$ cat src/hw/rtl/tlne_pkg.sv
// tlne_pkg: types, constants and codes shared by the line numbering and
// escape formatter. No dependencies; imported by every module of the block.
`timescale 1ns / 1ps
package tlne_pkg;

	localparam int NUMBER_DIGITS = 6;
	localparam int DIGIT_W       = 4 * NUMBER_DIGITS;
	localparam int PREFIX_LEN    = NUMBER_DIGITS + 1;
	localparam int BODY_MAX      = 4;
	localparam int BLEN_W        = $clog2(BODY_MAX + 1);
	localparam int POS_W         = $clog2(PREFIX_LEN + BODY_MAX);
	localparam int QUEUE_DEPTH   = 4;
	localparam int QPTR_W        = $clog2(QUEUE_DEPTH);
	localparam int QCNT_W        = $clog2(QUEUE_DEPTH + 1);
	localparam int CFG_IDX_W     = 3;

	localparam logic [DIGIT_W-1:0] COUNT_ONE = DIGIT_W'(1);

	// register indexes
	localparam logic [CFG_IDX_W-1:0] REG_NUMBER_NONBLANK   = 3'd0;
	localparam logic [CFG_IDX_W-1:0] REG_NUMBER_ALL        = 3'd1;
	localparam logic [CFG_IDX_W-1:0] REG_SQUEEZE_BLANKS    = 3'd2;
	localparam logic [CFG_IDX_W-1:0] REG_ENDS_WITH_VISIBLE = 3'd3;
	localparam logic [CFG_IDX_W-1:0] REG_ENDS_ONLY         = 3'd4;
	localparam logic [CFG_IDX_W-1:0] REG_TABS_WITH_VISIBLE = 3'd5;
	localparam logic [CFG_IDX_W-1:0] REG_TABS_ONLY         = 3'd6;
	localparam logic [CFG_IDX_W-1:0] REG_CARET_ESCAPES     = 3'd7;

	// line prefix kinds
	localparam logic [1:0] PFX_NONE  = 2'd0;
	localparam logic [1:0] PFX_NUM   = 2'd1;
	localparam logic [1:0] PFX_BLANK = 2'd2;

	// characters
	localparam logic [7:0] CH_TAB    = 8'h09;
	localparam logic [7:0] CH_NL     = 8'h0A;
	localparam logic [7:0] CH_SPACE  = 8'h20;
	localparam logic [7:0] CH_DOLLAR = 8'h24;
	localparam logic [7:0] CH_DASH   = 8'h2D;
	localparam logic [7:0] CH_ZERO   = 8'h30;
	localparam logic [7:0] CH_QUEST  = 8'h3F;
	localparam logic [7:0] CH_I      = 8'h49;
	localparam logic [7:0] CH_M      = 8'h4D;
	localparam logic [7:0] CH_CARET  = 8'h5E;
	localparam logic [7:0] CH_DEL    = 8'h7F;
	localparam logic [7:0] CTRL_OFS  = 8'h40;

	typedef struct packed {
		logic [7:0] in_byte;
		logic       file_start;
	} in_item_t;

	typedef struct packed {
		logic [7:0] out_byte;
		logic       last_of_run;
	} out_item_t;

	typedef struct packed {
		logic number_nonblank;
		logic number_all;
		logic squeeze_blanks;
		logic ends_with_visible;
		logic ends_only;
		logic tabs_with_visible;
		logic tabs_only;
		logic caret_escapes;
	} cfg_t;

	// one classified input byte, ready for serialising
	typedef struct packed {
		logic [1:0]                pfx;
		logic [DIGIT_W-1:0]        digits;
		logic [BODY_MAX-1:0][7:0]  body;
		logic [BLEN_W-1:0]         blen;
	} desc_t;

	typedef struct packed {
		logic push;
		logic full;
	} qctl_t;

endpackage

$ cat src/hw/rtl/tlne_front.sv
// tlne_front: configuration registers, per-file line state and byte
// classification into descriptors. Depends on tlne_pkg.
`timescale 1ns / 1ps
module tlne_front
	import tlne_pkg::*;
(
	input  logic                 clk,
	input  logic                 arst_n,
	input  logic                 cfg_we,
	input  logic [CFG_IDX_W-1:0] cfg_index,
	input  logic                 cfg_data,
	input  logic                 in_valid,
	output logic                 in_ready,
	input  in_item_t             in_data,
	input  logic                 q_full,
	output logic                 q_push,
	output desc_t                q_data
);

	cfg_t               cfg_q;
	logic [DIGIT_W-1:0] count_q;
	logic               at_start_q;
	logic               prev_nl_q;
	logic [1:0]         blank_run_q;

	logic [DIGIT_W-1:0] cnt_e, cnt_inc, cnt_n;
	logic               als_e, pnl_e;
	logic [1:0]         br_e, br_n;
	logic               als_n;
	logic               is_nl, skip, accept, all_nines, carry;
	logic               visible, tab_mark, end_mark;
	logic [7:0]         ch, low;
	logic [3:0]         d;
	desc_t              desc;

	assign in_ready = !q_full;
	assign accept   = in_valid && in_ready;

	always_ff @(posedge clk or negedge arst_n) begin
		if (!arst_n) begin
			cfg_q <= '0;
		end else if (cfg_we) begin
			case (cfg_index)
				REG_NUMBER_NONBLANK:   cfg_q.number_nonblank   <= cfg_data;
				REG_NUMBER_ALL:        cfg_q.number_all        <= cfg_data;
				REG_SQUEEZE_BLANKS:    cfg_q.squeeze_blanks    <= cfg_data;
				REG_ENDS_WITH_VISIBLE: cfg_q.ends_with_visible <= cfg_data;
				REG_ENDS_ONLY:         cfg_q.ends_only         <= cfg_data;
				REG_TABS_WITH_VISIBLE: cfg_q.tabs_with_visible <= cfg_data;
				REG_TABS_ONLY:         cfg_q.tabs_only         <= cfg_data;
				REG_CARET_ESCAPES:     cfg_q.caret_escapes     <= cfg_data;
				default: ;
			endcase
		end
	end

	// saturating BCD increment
	always_comb begin
		carry     = 1'b1;
		all_nines = 1'b1;
		cnt_inc   = cnt_e;
		for (int k = 0; k < NUMBER_DIGITS; k++) begin
			d = cnt_e[4*k +: 4];
			all_nines = all_nines && (d == 4'd9);
			if (carry) begin
				if (d == 4'd9) begin
					cnt_inc[4*k +: 4] = 4'd0;
				end else begin
					cnt_inc[4*k +: 4] = d + 4'd1;
					carry = 1'b0;
				end
			end
		end
		if (all_nines)
			cnt_inc = cnt_e;
	end

	always_comb begin
		ch       = in_data.in_byte;
		low      = {1'b0, ch[6:0]};
		is_nl    = (ch == CH_NL);
		visible  = cfg_q.caret_escapes || cfg_q.tabs_with_visible
			|| cfg_q.ends_with_visible;
		tab_mark = cfg_q.tabs_with_visible || cfg_q.tabs_only;
		end_mark = cfg_q.ends_with_visible || cfg_q.ends_only;

		cnt_e = in_data.file_start ? COUNT_ONE : count_q;
		als_e = in_data.file_start ? 1'b1 : at_start_q;
		pnl_e = in_data.file_start ? 1'b1 : prev_nl_q;
		br_e  = in_data.file_start ? 2'd0 : blank_run_q;

		br_n = br_e;
		skip = 1'b0;
		if (cfg_q.squeeze_blanks) begin
			if (is_nl && pnl_e) begin
				if (br_e < 2'd2)
					br_n = br_e + 2'd1;
				skip = (br_n > 2'd1);
			end else begin
				br_n = 2'd0;
			end
		end

		desc.pfx    = PFX_NONE;
		desc.digits = cnt_e;
		if (cfg_q.number_nonblank) begin
			if (als_e && !is_nl)
				desc.pfx = PFX_NUM;
			else if (als_e && is_nl && end_mark)
				desc.pfx = PFX_BLANK;
		end else if (cfg_q.number_all && als_e) begin
			desc.pfx = PFX_NUM;
		end

		cnt_n = cnt_e;
		als_n = als_e;
		if (!skip) begin
			als_n = is_nl;
			if (desc.pfx == PFX_NUM)
				cnt_n = cnt_inc;
		end

		desc.body = {BODY_MAX{ch}};
		desc.blen = BLEN_W'(1);
		if (ch == CH_TAB) begin
			if (tab_mark) begin
				desc.body[0] = CH_CARET;
				desc.body[1] = CH_I;
				desc.blen    = BLEN_W'(2);
			end
		end else if (is_nl) begin
			if (end_mark) begin
				desc.body[0] = CH_DOLLAR;
				desc.body[1] = CH_NL;
				desc.blen    = BLEN_W'(2);
			end
		end else if (!visible || (ch >= CH_SPACE && ch < CH_DEL)) begin
			desc.body[0] = ch;
		end else if (ch == CH_DEL) begin
			desc.body[0] = CH_CARET;
			desc.body[1] = CH_QUEST;
			desc.blen    = BLEN_W'(2);
		end else if (ch < CH_SPACE) begin
			desc.body[0] = CH_CARET;
			desc.body[1] = ch + CTRL_OFS;
			desc.blen    = BLEN_W'(2);
		end else begin
			desc.body[0] = CH_M;
			desc.body[1] = CH_DASH;
			if (low >= CH_SPACE && low < CH_DEL) begin
				desc.body[2] = low;
				desc.blen    = BLEN_W'(3);
			end else if (low == CH_DEL) begin
				desc.body[2] = CH_CARET;
				desc.body[3] = CH_QUEST;
				desc.blen    = BLEN_W'(4);
			end else begin
				desc.body[2] = CH_CARET;
				desc.body[3] = low + CTRL_OFS;
				desc.blen    = BLEN_W'(4);
			end
		end
	end

	assign q_push = accept && !skip;
	assign q_data = desc;

	always_ff @(posedge clk or negedge arst_n) begin
		if (!arst_n) begin
			count_q     <= COUNT_ONE;
			at_start_q  <= 1'b1;
			prev_nl_q   <= 1'b1;
			blank_run_q <= 2'd0;
		end else if (accept) begin
			count_q     <= cnt_n;
			at_start_q  <= als_n;
			prev_nl_q   <= is_nl;
			blank_run_q <= br_n;
		end
	end

endmodule

$ cat src/hw/rtl/tlne_queue.sv
// tlne_queue: small descriptor FIFO between front and back.
// Depends on tlne_pkg.
`timescale 1ns / 1ps
module tlne_queue
	import tlne_pkg::*;
(
	input  logic  clk,
	input  logic  arst_n,
	input  qctl_t ctl_in,
	output logic  full,
	input  desc_t wr_data,
	input  logic  pop,
	output logic  head_valid,
	output desc_t head
);

	desc_t             mem_q [QUEUE_DEPTH];
	logic [QPTR_W-1:0] wr_ptr_q, rd_ptr_q;
	logic [QCNT_W-1:0] count_q;
	logic              do_push, do_pop;

	assign full       = (count_q == QCNT_W'(QUEUE_DEPTH));
	assign head_valid = (count_q != '0);
	assign head       = mem_q[rd_ptr_q];
	assign do_push    = ctl_in.push && !ctl_in.full;
	assign do_pop     = pop && head_valid;

	always_ff @(posedge clk) begin
		if (do_push)
			mem_q[wr_ptr_q] <= wr_data;
	end

	always_ff @(posedge clk or negedge arst_n) begin
		if (!arst_n) begin
			wr_ptr_q <= '0;
			rd_ptr_q <= '0;
			count_q  <= '0;
		end else begin
			if (do_push)
				wr_ptr_q <= wr_ptr_q + QPTR_W'(1);
			if (do_pop)
				rd_ptr_q <= rd_ptr_q + QPTR_W'(1);
			if (do_push && !do_pop)
				count_q <= count_q + QCNT_W'(1);
			else if (!do_push && do_pop)
				count_q <= count_q - QCNT_W'(1);
		end
	end

endmodule

$ cat src/hw/rtl/tlne_back.sv
// tlne_back: walks each descriptor one output byte per cycle, while the
// receiver is ready, into a registered output stage. Depends on tlne_pkg.
`timescale 1ns / 1ps
module tlne_back
	import tlne_pkg::*;
(
	input  logic      clk,
	input  logic      arst_n,
	input  logic      head_valid,
	input  desc_t     head,
	output logic      pop,
	output logic      out_valid,
	input  logic      out_ready,
	output out_item_t out_data
);

	logic [POS_W-1:0]       pos_q;
	logic                   out_valid_q;
	out_item_t              out_q;

	logic [POS_W-1:0]       pre_len, body_pos, last_pos;
	logic [NUMBER_DIGITS:0] lead;
	logic [7:0]             col_byte, byte_n;
	logic                   load, last;

	// lead[k]: digit k and all above it are zero
	always_comb begin
		lead[NUMBER_DIGITS] = 1'b1;
		for (int k = NUMBER_DIGITS - 1; k >= 0; k--)
			lead[k] = lead[k+1] && (head.digits[4*k +: 4] == 4'd0);
	end

	always_comb begin
		col_byte = CH_SPACE;
		for (int i = 0; i < NUMBER_DIGITS; i++) begin
			if (pos_q == POS_W'(i)) begin
				if (head.pfx == PFX_BLANK
					|| (lead[NUMBER_DIGITS-1-i] && i != NUMBER_DIGITS - 1))
					col_byte = CH_SPACE;
				else
					col_byte = CH_ZERO
						+ {4'd0, head.digits[4*(NUMBER_DIGITS-1-i) +: 4]};
			end
		end
	end

	always_comb begin
		pre_len  = (head.pfx != PFX_NONE) ? POS_W'(PREFIX_LEN) : '0;
		body_pos = pos_q - pre_len;
		last_pos = pre_len + POS_W'(head.blen) - POS_W'(1);
		last     = (pos_q == last_pos);
		if (pos_q < pre_len) begin
			if (pos_q == POS_W'(NUMBER_DIGITS))
				byte_n = CH_TAB;
			else
				byte_n = col_byte;
		end else begin
			byte_n = head.body[body_pos[$clog2(BODY_MAX)-1:0]];
		end
	end

	assign load = head_valid && (!out_valid_q || out_ready);
	assign pop  = load && last;

	always_ff @(posedge clk) begin
		if (load) begin
			out_q.out_byte    <= byte_n;
			out_q.last_of_run <= last;
		end
	end

	always_ff @(posedge clk or negedge arst_n) begin
		if (!arst_n) begin
			pos_q       <= '0;
			out_valid_q <= 1'b0;
		end else begin
			if (load) begin
				out_valid_q <= 1'b1;
				pos_q       <= last ? '0 : pos_q + POS_W'(1);
			end else if (out_ready) begin
				out_valid_q <= 1'b0;
			end
		end
	end

	assign out_valid = out_valid_q;
	assign out_data  = out_q;

endmodule

$ cat src/hw/rtl/text_line_number_and_escape_top.sv
// text_line_number_and_escape_top: cat-style line numbering and caret
// escaping. Depends on tlne_pkg, tlne_front, tlne_queue, tlne_back.
//
// Usage:
//  - Input channel (in_valid/in_ready/in_data) takes one text byte per
//    transaction plus a file_start flag that restarts the line count and
//    line state before that byte.
//  - Output channel (out_valid/out_ready/out_data) gives one formatted byte
//    per transaction; last_of_run marks the final byte an input caused.
//    A squeezed blank line produces nothing.
//  - Configuration: cfg_we writes bit cfg_data to option cfg_index in the
//    same cycle; write only while the block is idle.
//  - Path: the descriptor is written into the queue when the input is
//    taken, and the back end then loads its first output byte into the
//    output register, from which it can leave.
//  - Throughput: one output byte per cycle while the receiver is ready; a
//    numbered line start gives up to 11 output bytes, which the back
//    end serialises one descriptor byte a cycle. The front accepts a new
//    byte each cycle while the four-entry descriptor queue has room.
//  - Receiver stall: the output register holds; the queue fills and then
//    in_ready drops until space frees.
//  - Reset: options cleared, line count back to one, queue and output
//    emptied.
`timescale 1ns / 1ps
module text_line_number_and_escape_top
	import tlne_pkg::*;
(
	input  logic                 clk,
	input  logic                 arst_n,
	input  logic                 cfg_we,
	input  logic [CFG_IDX_W-1:0] cfg_index,
	input  logic                 cfg_data,
	input  logic                 in_valid,
	output logic                 in_ready,
	input  in_item_t             in_data,
	output logic                 out_valid,
	input  logic                 out_ready,
	output out_item_t            out_data
);

	qctl_t qctl;
	desc_t push_desc, head_desc;
	logic  head_valid, pop, q_full, q_push;

	assign qctl.push = q_push;
	assign qctl.full = q_full;

	// classify and track line state
	tlne_front u_front (
		.clk       (clk),
		.arst_n    (arst_n),
		.cfg_we    (cfg_we),
		.cfg_index (cfg_index),
		.cfg_data  (cfg_data),
		.in_valid  (in_valid),
		.in_ready  (in_ready),
		.in_data   (in_data),
		.q_full    (q_full),
		.q_push    (q_push),
		.q_data    (push_desc)
	);

	// decouples classification from serialising
	tlne_queue u_queue (
		.clk        (clk),
		.arst_n     (arst_n),
		.ctl_in     (qctl),
		.full       (q_full),
		.wr_data    (push_desc),
		.pop        (pop),
		.head_valid (head_valid),
		.head       (head_desc)
	);

	// one output byte per cycle, while the receiver is ready, into the output register
	tlne_back u_back (
		.clk        (clk),
		.arst_n     (arst_n),
		.head_valid (head_valid),
		.head       (head_desc),
		.pop        (pop),
		.out_valid  (out_valid),
		.out_ready  (out_ready),
		.out_data   (out_data)
	);

endmodule
$ cat config.mk
export PLATFORM = sky130hd
export DESIGN_NAME = text_line_number_and_escape_top
export DESIGN_NICKNAME = d
export VERILOG_FILES = /design/src/hw/rtl/tlne_pkg.sv /design/src/hw/rtl/tlne_front.sv /design/src/hw/rtl/tlne_queue.sv /design/src/hw/rtl/tlne_back.sv /design/src/hw/rtl/text_line_number_and_escape_top.sv
export SDC_FILE = /design/constraint.sdc
export NUM_CORES = 1
export LEC_CHECK = 0
export ABC_AREA = 1
export ABC_CLOCK_PERIOD_IN_PS = 7700
export BUFFER_PORTS_ARGS = -buffer_cell sky130_fd_sc_hd__buf_2
export CAP_MARGIN = 20
export CORE_UTILIZATION = 65
export CTS_BUF_LIST = sky130_fd_sc_hd__clkbuf_4 sky130_fd_sc_hd__clkbuf_8
export CTS_CLUSTER_SIZE = 25
export DETAILED_ROUTE_END_ITERATION = 10
export GPL_TIMING_DRIVEN = 0
export PLACE_DENSITY = 0.82
export SLEW_MARGIN = 40
export SYNTH_ARGS = -nofsm -noshare
export SYNTH_HDL_FRONTEND = slang
export SYNTH_SLANG_ARGS = --single-unit
$ cat constraint.sdc
create_clock -name clk -period 7.7 [get_ports clk]
set_clock_uncertainty 0.1 [all_clocks]
set_input_delay 0.77 -clock clk [delete_from_list [all_inputs] [get_ports clk]]
set_output_delay 0.77 -clock clk [all_outputs]
set_load 0.02 [all_outputs]
==> out/qor.csv <==
stage,metric,value,unit
outcome,outcome,completed,
global_routing,pin count of the biggest net entering global routing,49,
clock_tree,buffer count from post-CTS setup fixing,0,
power,total power draw,6.19,mW
synth,number of distinct library cells after synthesis,47,
synth,flip-flop and latch count after synthesis,301,
routing,Antenna Nets Post-Route,0,
final_layout,synth-to-layout area growth,13.0,%
synth,Yosys top cell area share,52.7,%
worst_setup_path,maximum net fanout on the critical path,10,
floorplanning,placement row count,54,
sta,Max Clk Rate,0.193,GHz
global_routing,via count of the first global-routing pass,11035,
final_layout,antenna diode count,0,
clock_tree,Clock Latency Late Sink,0.59,ns
synth,count of warnings emitted by yosys,0,
synth,sequential cell area fraction in the yosys report,61.1,%
sta,post-route setup TNS,0,ns
final_layout,share of final-layout standard cells stronger than drive strength 1,13.3,%
power,net switching share of the total power,40.0,%
sta,minimum clock period after layout,5.17,ns
placement,Post-Place Worst Slack,2.66,ns
global_routing,first-pass GRT wire length,57500,µm
final_layout,fin nets,1581,
power,power density cells,380,nW/µm²
clock_tree,Num CTS Buffers,47,
sta,"Hold Vio Cnt, Final",0,
final_layout,total of fill cells in the finished design,1437,
floorplanning,initial core utilization,66.2,%
worst_setup_path,"Worst Path Class, Setup",reg -> reg,
routing,Routed Wire Length,37200,µm
synth,gate count after technology mapping,1452,
routing,DRC viols,0,
worst_setup_path,endpoint kind of the worst setup timing path,flop,
power,share of power burned in combinational logic,40.4,%
power,part of the total power dissipated in the clock network,22.8,%
floorplanning,floorplan die width,151,µm
placement,buffers added on ports,27,
power,total internal power,3.71,mW
routing,detailed-route via count,11318,
worst_hold_path,Hold WC Path Type,in -> async,
worst_setup_path,Critical Path Source Type,flop,
placement,sum of net half-perimeters after detailed placement,25700,µm
floorplanning,I/O Pins,29,
clock_tree,clock net sink count,301,
clock_tree,maximum number of buffers from clock root to sink,3,
worst_setup_path,start of the worst register-to-register path,u_queue.rd_ptr_q[0],
synth,Synth async-reset ratio,15.9,%
synth,Avg Inst Size Synth,9.92,µm²
sta,share of the cycle needed by the critical path after routing,67.1,%
global_routing,initial antenna violation count,0,
power,switching pwr,2.47,mW
clock_tree,root buffer selected by CTS,clkbuf_8,
placement,placer's final routability congestion estimate,0.941,
synth,number of nets in the synthesized netlist,1489,
sta,post-route worst setup slack,2.53,ns
sta,setup repair after global routing missed its margin,false,
synth,library cell with the largest summed area after synthesis,edfxtp_1,
floorplanning,height of the die,151,µm
power,peak supply drop,0.187,mV
clock_tree,clock tree from TritonCTS,done,
clock_tree,H-tree level count,2,
power,share of power burned in registers,36.9,%
routing,post-detailed-route via-to-cell ratio,6.08,
routing,initial DRC count,1271,
synth,combined area of all synthesized cells,14400,µm²
worst_setup_path,Critical Path RT,8.06,ns
synth,top post-synthesis cells by area,"edfxtp_1 (53%), nand2_1 (7.9%), dfrtp_1 (7.8%)",
sta,worst relative slew slack,52.3,%
global_routing,Congestion Overflow GR,0,
floorplanning,total core area,21800,µm²
worst_setup_path,"Arr. time, crit path",5.52,ns
synth,number of enable-type register cells in the synthesized netlist,253,
power,leakage power,6.49,nW
placement,cell total after placement,1775,
routing,per-cell routed wire length,20.0,µm
final_layout,Finished Layout Cells,1861,
clock_tree,quantity of hold-fixing buffers added after cts,0,
clock_tree,cts repair resizes,0,
worst_setup_path,Crit. Startpoint,u_queue.rd_ptr_q[0],
clock_tree,Clock Pin Slew Worst Setup and Hold Paths,0.06,ns
floorplanning,area enclosed by the die boundary,22800,µm²
sta,number of pins exceeding their max-slew limit in the final report,0,
global_routing,total global routing track utilization,33.8,%
routing,Initial DRT Pass Iterations,6,
synth,prevailing post-synth register cell,edfxtp_1,
sta,measured slew at the worst slew-check pin,0.713,ns
job,reported max-cap violation count,0,
sta,final setup fails,0,
## per-stage QoR
step / hold slack [ns] / area, µm² / util [%]
after floorplan: 0.349 / 14400 / -
after global placement: 0.362 / 14900 / 68.4
after detailed placement: 0.365 / 15300 / 70.3
after CTS: 0.117 / 16300 / 74.8
after global routing: 0.162 / 16300 / 74.8
final: 0.118 / 16300 / 74.8
## synth_stat cells (3+ instances only)
master,count
nand2_1,302
edfxtp_1,253
nor2_1,173
o21ai_0,133
inv_1,124
nand3_1,93
dfrtp_1,45
a21oi_1,44
o21ai_1,31
o221ai_1,27
clkbuf_1,24
nand4_1,24
buf_2,23
a31oi_1,16
ha_1,16
nor3_1,12
xor2_1,12
inv_2,9
buf_4,8
buf_6,8
nand2_2,8
xnor2_1,8
o22ai_1,7
nor2_2,5
o211ai_1,4
o21ai_2,4
o22a_1,4
or2_2,4
buf_1,3
dfstp_2,3
fa_1,3
nor2_4,3
## critical path, cell delays in order, from the launching register on
cell	delay (ns)
dfrtp_1	0.38
inv_1	0.11
buf_4	0.19
buf_4	0.20
buf_4	0.20
buf_2	0.26
clkbuf_1	0.45
o21ai_0	0.15
o22ai_1	0.30
xnor2_1	0.19
ha_1	0.18
inv_1	0.05
fa_1	0.50
xor2_1	0.17
nand2_1	0.08
o21bai_1	0.17
a21oi_1	0.16
nand2_1	0.13
inv_2	0.11
nand2_2	0.10
ha_1	0.20
inv_1	0.10
fa_1	0.39
nor2_1	0.12
a21oi_1	0.05
## power by group through the flow
stage	logic [mW]	clock network [mW]	registers, mW
global placement	2.19	0	2.34
finish	2.50	1.41	2.28
floorplan	1.49	0	2.34
CTS	2.44	1.42	2.28
global route	2.71	1.49	2.31
detailed placement	2.41	0	2.31
## logic make-up after synthesis
kind of cell | count (synthesis) | synth area share (%)
compound gates | 276 | 11.0
flops | 301 | 61.1
simple gates | 634 | 18.8
buf+inv | 202 | 6.11
xor+xnor | 20 | 1.22
fa+ha+maj | 19 | 1.81
## registers in the layout, indices dropped and copies added (netlist names)
signal               cells
u_queue.mem_q          244
u_front.count_q         24
u_back.out_data          9
u_front.cfg_q            8
u_back.pos_q             4
u_queue.count_q          3
u_front.blank_run_q      2
u_queue.rd_ptr_q         2
u_queue.wr_ptr_q         2
u_back.out_valid         1
u_front.at_start_q       1
u_front.prev_nl_q        1
## per-layer routing
metal | GRT usage (%) | vias to the layer above | wire length [µm]
li1 | - | 5198 | -
met1 | 45.2 | 5301 | 14300
met2 | 54.4 | 734 | 17600
met3 | 7.77 | 85 | 4430
met4 | 12.3 | 0 | 918
met5 | 0 | - | 0
## path summary, 6_finish.rpt
kind / to / slack, ns / depth (start not counted)
setup / recovery: u_queue.count_q[1] / 2.53 / 24
max in group asynchronous: u_front.cfg_q[4] / 6.88 / 1
min in group clk: u_front.cfg_q[0] / 0.33 / 3
setup reg to reg: u_queue.count_q[1] / 2.53 / 24
hold reg to reg: u_front.count_q[15] / 0.38 / 2
hold / removal: u_back.out_valid / 0.12 / 1
## layout by cell type (no fill, tap or decap), drive strengths merged, types with 44 or more instances in the layout
cell	count
nor2	182
edfxtp	253
buf	85
a21oi	44
clkbuf	86
inv	135
nand2	311
nand3	94
dfrtp	45
o21ai	169
## cell type report
| cell class | instances | area (µm²) | share of cell area [%] |
|---|---|---|---|
| Sequential cell | 301 | 8800 | 54.1 |
| Multi-Input combinational cell | 949 | 4760 | 29.3 |
| Clock buffer | 62 | 778 | 4.78 |
| Inverter | 136 | 514 | 3.16 |
| Timing Repair Buffer | 43 | 487 | 2.99 |
| Buffer | 66 | 367 | 2.25 |
| Tap cell | 280 | 350 | 2.15 |
| Clock inverter | 24 | 216 | 1.33 |
(Power assumes the default switching activity.)
